===== config.mk =====
export PLATFORM = sky130hd
export DESIGN_NAME = rgbc_cell
export DESIGN_NICKNAME = d
export VERILOG_FILES = /design/src/design/rgbc_pkg.sv /design/src/design/rgbc_cell.sv
export SDC_FILE = /design/constraint.sdc
export NUM_CORES = 1
export LEC_CHECK = 0
export BUFFER_PORTS_ARGS = -buffer_cell sky130_fd_sc_hd__buf_2
export CAP_MARGIN = 20
export CELL_PAD_IN_SITES_DETAIL_PLACEMENT = 2
export CELL_PAD_IN_SITES_GLOBAL_PLACEMENT = 2
export CORE_AREA = 2 2 124 138
export DETAILED_ROUTE_END_ITERATION = 6
export DIE_AREA = 0 0 126 140
export PLACE_DENSITY_LB_ADDON = 0.2
export REMOVE_ABC_BUFFERS = 1
export SLEW_MARGIN = 40
export SYNTH_ARGS = -nofsm -noshare
export SYNTH_HDL_FRONTEND = slang
export SYNTH_SLANG_ARGS = --single-unit

===== constraint.sdc =====
create_clock -name clk -period 0.8 [get_ports clk]
set_clock_uncertainty 0.05 [all_clocks]
set_input_delay 0.08 -clock clk [delete_from_list [all_inputs] [get_ports clk]]
set_output_delay 0.08 -clock clk [all_outputs]
set_load 0.02 [all_outputs]

===== src/design/rgbc_pkg.sv =====
// Types and constants shared by the 3x3 RGB convolution block.
`default_nettype none

package rgbc_pkg;

  localparam int NTAPS = 9;
  localparam int WEIGHT_W = 16;
  localparam int CFG_DATA_W = 64;
  localparam int CFG_INDEX_W = 3;
  localparam int FRAME_WIDTH_W = 11;
  localparam int FRAME_HEIGHT_W = 16;
  localparam int IN_ROW_W = FRAME_HEIGHT_W + 1;
  localparam int WEIGHTS_PER_REG = 4;

  localparam logic [7:0] CHANNEL_MAX = 8'd255;

  localparam logic [CFG_INDEX_W-1:0] REG_WEIGHTS_LOW = 3'd0;
  localparam logic [CFG_INDEX_W-1:0] REG_WEIGHTS_MID = 3'd1;
  localparam logic [CFG_INDEX_W-1:0] REG_WEIGHTS_HIGH = 3'd2;
  localparam logic [CFG_INDEX_W-1:0] REG_FRAME_WIDTH = 3'd3;
  localparam logic [CFG_INDEX_W-1:0] REG_FRAME_HEIGHT = 3'd4;

  localparam logic [CFG_DATA_W-1:0] WEIGHTS_LOW_RESET = 64'd0;
  localparam logic [CFG_DATA_W-1:0] WEIGHTS_MID_RESET = 64'd1024;
  localparam logic [WEIGHT_W-1:0] WEIGHTS_HIGH_RESET = 16'd0;
  localparam logic [FRAME_WIDTH_W-1:0] FRAME_WIDTH_RESET = 11'd1024;
  localparam logic [FRAME_HEIGHT_W-1:0] FRAME_HEIGHT_RESET = 16'd1024;

  typedef struct packed {
    logic       kind;
    logic [7:0] in_red;
    logic [7:0] in_green;
    logic [7:0] in_blue;
  } pixel_item_t;

  typedef struct packed {
    logic [7:0] out_red;
    logic [7:0] out_green;
    logic [7:0] out_blue;
    logic       frame_last;
  } result_item_t;

  typedef struct packed {
    logic [7:0] blue;
    logic [7:0] green;
    logic [7:0] red;
  } rgb_t;

  typedef struct packed {
    rgb_t top;
    rgb_t mid;
    rgb_t bot;
  } column_t;

  typedef struct packed {
    logic top;
    logic bottom;
    logic left;
    logic right;
    logic last;
  } edges_t;

  typedef logic signed [WEIGHT_W-1:0] weight_t;
  typedef weight_t [NTAPS-1:0] weight_set_t;
  typedef rgb_t [NTAPS-1:0] tap_array_t;

  typedef struct packed {
    logic       last;
    tap_array_t taps;
  } tap_set_t;

endpackage

`default_nettype wire


===== src/design/rgbc_cell.sv =====
// Window cell: holds one column of three pixels and shows it with edge rows replicated.
`default_nettype none

module rgbc_cell (
  input  logic              clk,
  input  logic              rst,
  input  logic              shift,
  input  rgbc_pkg::column_t feed,
  input  rgbc_pkg::edges_t  edges,
  output rgbc_pkg::column_t pass,
  output rgbc_pkg::column_t view
);

  always_ff @(posedge clk) begin
    if (rst) begin
      pass <= '0;
    end else if (shift) begin
      pass <= feed;
    end
  end

  always_comb begin
    view.top = edges.top ? pass.mid : pass.top;
    view.mid = pass.mid;
    view.bot = edges.bottom ? pass.mid : pass.bot;
  end

endmodule

`default_nettype wire


==> results summary <==
The run finished, with violations left. The final reports fail on negative setup slack. The worst setup path is launched from a flop.

The critical path in this run is classified as flop to output port. TritonCTS built the clock tree. On the final layout, the worst hold slack is 0.138 ns. Summing the areas of all compound-gate instances in the mapped netlist gives 0% of the synthesized area. The count of endpoints failing hold in the final timing report is 0. The via density per instance came out at roughly 4.2. The headroom to the max-slew limit came out at 87.8%. The number of flip-flops under the largest register name is around 70. The maximum number of buffers from clock root to sink is 2. The count of pins over their slew limit came out at 0. The max-capacitance violation count came out at 0. The final worst setup slack came out at -0.424 ns.

The initial utilization of the core area, before any placement, comes to a little over a fifth. Setup violations remaining at the end of the flow were counted as around 170. The critical path required time came out at roughly 0.67 ns. After synthesis, the largest family of logic cells by area is multiplexers. In the layout the commonest cells are 223 x sky130_fd_sc_hd__buf_6, 76 x sky130_fd_sc_hd__buf_2, 71 x sky130_fd_sc_hd__nor2_1. The mean cell area of the mapped netlist came out at between 10 and 15 sq um. The area enclosed by the die boundary came out at between 0.015 and 0.02 sq mm. In this run the clock root is driven by a sky130_fd_sc_hd__clkbuf_16. The post-layout utilization of the core came out at a little under half. Setup repair after global routing could not meet its margin everywhere.

The post-CTS clock slew at the launch and capture registers of the worst setup and hold paths came out at ~0.06 ns. In this run the worst hold path is classified as primary input to flop. The number of top-level design ports came out at ~220. The maximum fanout along the worst path came out at 4. The share of the cycle needed by the critical path after routing came out at 153%. The number of distinct library cell variants in the gate-level netlist after synthesis is 11. The highest attainable clock frequency came out at 817 MHz. The antenna diode count came out at 0. The power per unit of standard cell area is 1500 mW/mm^2. Summed over all layers, the global routing overflow is 0.

The clock sink count came out at 72. The most frequent standard cell in the layout excluding fill and tap cells is sky130_fd_sc_hd__buf_6. The area after detailed placement came out at 0.00505 sq mm. The number of nets in the final layout came out at roughly 750. The width of the chip is approximately 130 um.

In this run the vertical extent of the chip is roughly 140 um. For the worst setup path, the data arrival time is 1.09 ns. The initial antenna violation count came to 0. The share of final-layout standard cells stronger than drive strength 1 came out at 68.9%.

The H-tree was split into 3 levels. The pin count of the biggest net entering global routing is 37. The critical path endpoint category is an output port.

The gate count of the mapped netlist came out at between 300 and 400. Power comes to about 0.012 W. The cell area after layout is between 0.007 and 0.008 sq mm. The core outline area came out at ~0.016 sq mm. The reported leakage power came out at between 3 and 4 nW. The routed design could run at a clock period as short as 1.22 ns. The final routed DRC violation total is 0.

The clock latency of the later-clocked register in the worst-skew pair is between 0.3 and 0.4 ns. The via count is roughly 3700. The synthesized-area fraction occupied by and/or/nand/nor cells came out at between 8 and 9%. The weighted congestion reported at the end of routability-driven placement is approximately 0.7. The wire length reported by the detailed router is between 15000 and 20000 um.

The worst setup slack after placement is -0.271 ns. The synthesized netlist devotes 0% of its cell area to XOR and XNOR gates. The first routing iteration left 66 violations. The first-pass GRT wire length came out at between 20000 and 25000 um. The count of input and output buffers is 220. The pin slew with the least headroom to its limit came out at about 0.18 ns. In this run the register-to-register setup slack is -0.24 ns.

The number of buffers created by CTS is 9. In this run, synthesis produced a sequential element count of 72. Sequential elements use ~43% of the synthesized area. The average wire per standard cell is 18.9 um. The largest registers in the layout are pass: 72 flops. The worst-case IR drop observed on VDD is roughly 0.00077 V. Global routing consumed, over all layers together, 18.1% of the routing resources. The via count of the first global-routing pass is about 4300.

More flip-flops sit in one register than any other, and that register is pass. The placed wire-length estimate after detailed placement came out at a little under 10000 um. The post-synthesis cell area is roughly 0.0034 sq mm. The number of standard-cell rows in the floorplan is between 40 and 50. The area growth from synthesis to layout is 128%. The number of synthesis warnings is 0. The share of synthesized area spent on multiplexers came out at between 30% and 40%.

The number of detailed-routing iterations run before antenna repair came out at 3. The post-detailed-route count of antenna-violating nets came out at 0. The adder and majority gate portion of the synthesized area came out at 0%.
stage by stage:
stage / setup TNS [ns] / cells
final: -44.30 / 873
after global placement: -19.71 / 769
after CTS: -44.30 / 863
after detailed placement: -21.36 / 769
after global routing: -50.20 / 873
after floorplan: -11.65 / 264
synthesized netlist by cell type, drive strengths merged:
cell type	count	area (sq um)
nor2	72	270
mux2	48	548
mux2i	72	721
dfxtp	72	1440
buf	43	383
clkbuf	3	12.5
kinds of logic (layout without fill, tap and decap cells):
logic type             Yosys count  count (layout)
multiplexers                   120             120
AND/OR/NAND/NOR                 72              72
buffers and inverters           46             405
flip-flops                      72              72
worst paths after layout:
kind	start	end	cells after the start
hold reg to reg	pass[39]$_SDFFE_PP0P_	pass[39]$_SDFFE_PP0P_	2
hold / removal	rst	pass[19]$_SDFFE_PP0P_	3
setup / recovery	pass[25]$_SDFFE_PP0P_	view[49]	2
setup reg to reg	pass[37]$_SDFFE_PP0P_	pass[37]$_SDFFE_PP0P_	5
final cells by class:
cell class	count	area (sq um)
fillers	1613	8480
repair buffers	391	3870
multi-input cells	192	1770
flip-flops and latches	72	1550
well taps	204	255
clock buffers	13	250
clock inverters	1	5.00
critical path: stages, from the launching register on:
cell,delay (ns)
sky130_fd_sc_hd__dfxtp_4,0.36
sky130_fd_sc_hd__mux2_4,0.27
sky130_fd_sc_hd__buf_6,0.14
repair_timing:
action | CTS | global route
hold buffers | 72 | 0
endpoints found under the setup margin | 166 | 202
setup buffers | 21 | 50
pin swaps | 2 | 18
hold endpoints to repair | 72 | 0
resized for setup | 467 | 78
routing by layer:
metal  global-route usage, %  wire (um)  vias up
met4                    5.44        208        0
met2                    36.0       9360      128
met3                    3.55        701       11
li1                        -          -     1731
met5                       0          0        -
met1                    18.8       6240     1786
report_power, final:
part | leakage, nW | internal [W] | switching [W]
registers | 0.623 | 0.00383 | 0.000201
clock network | 0.126 | 0.00215 | 0.00153
logic | 3.05 | 0.00222 | 0.00166
(Power assumes the default switching activity.)
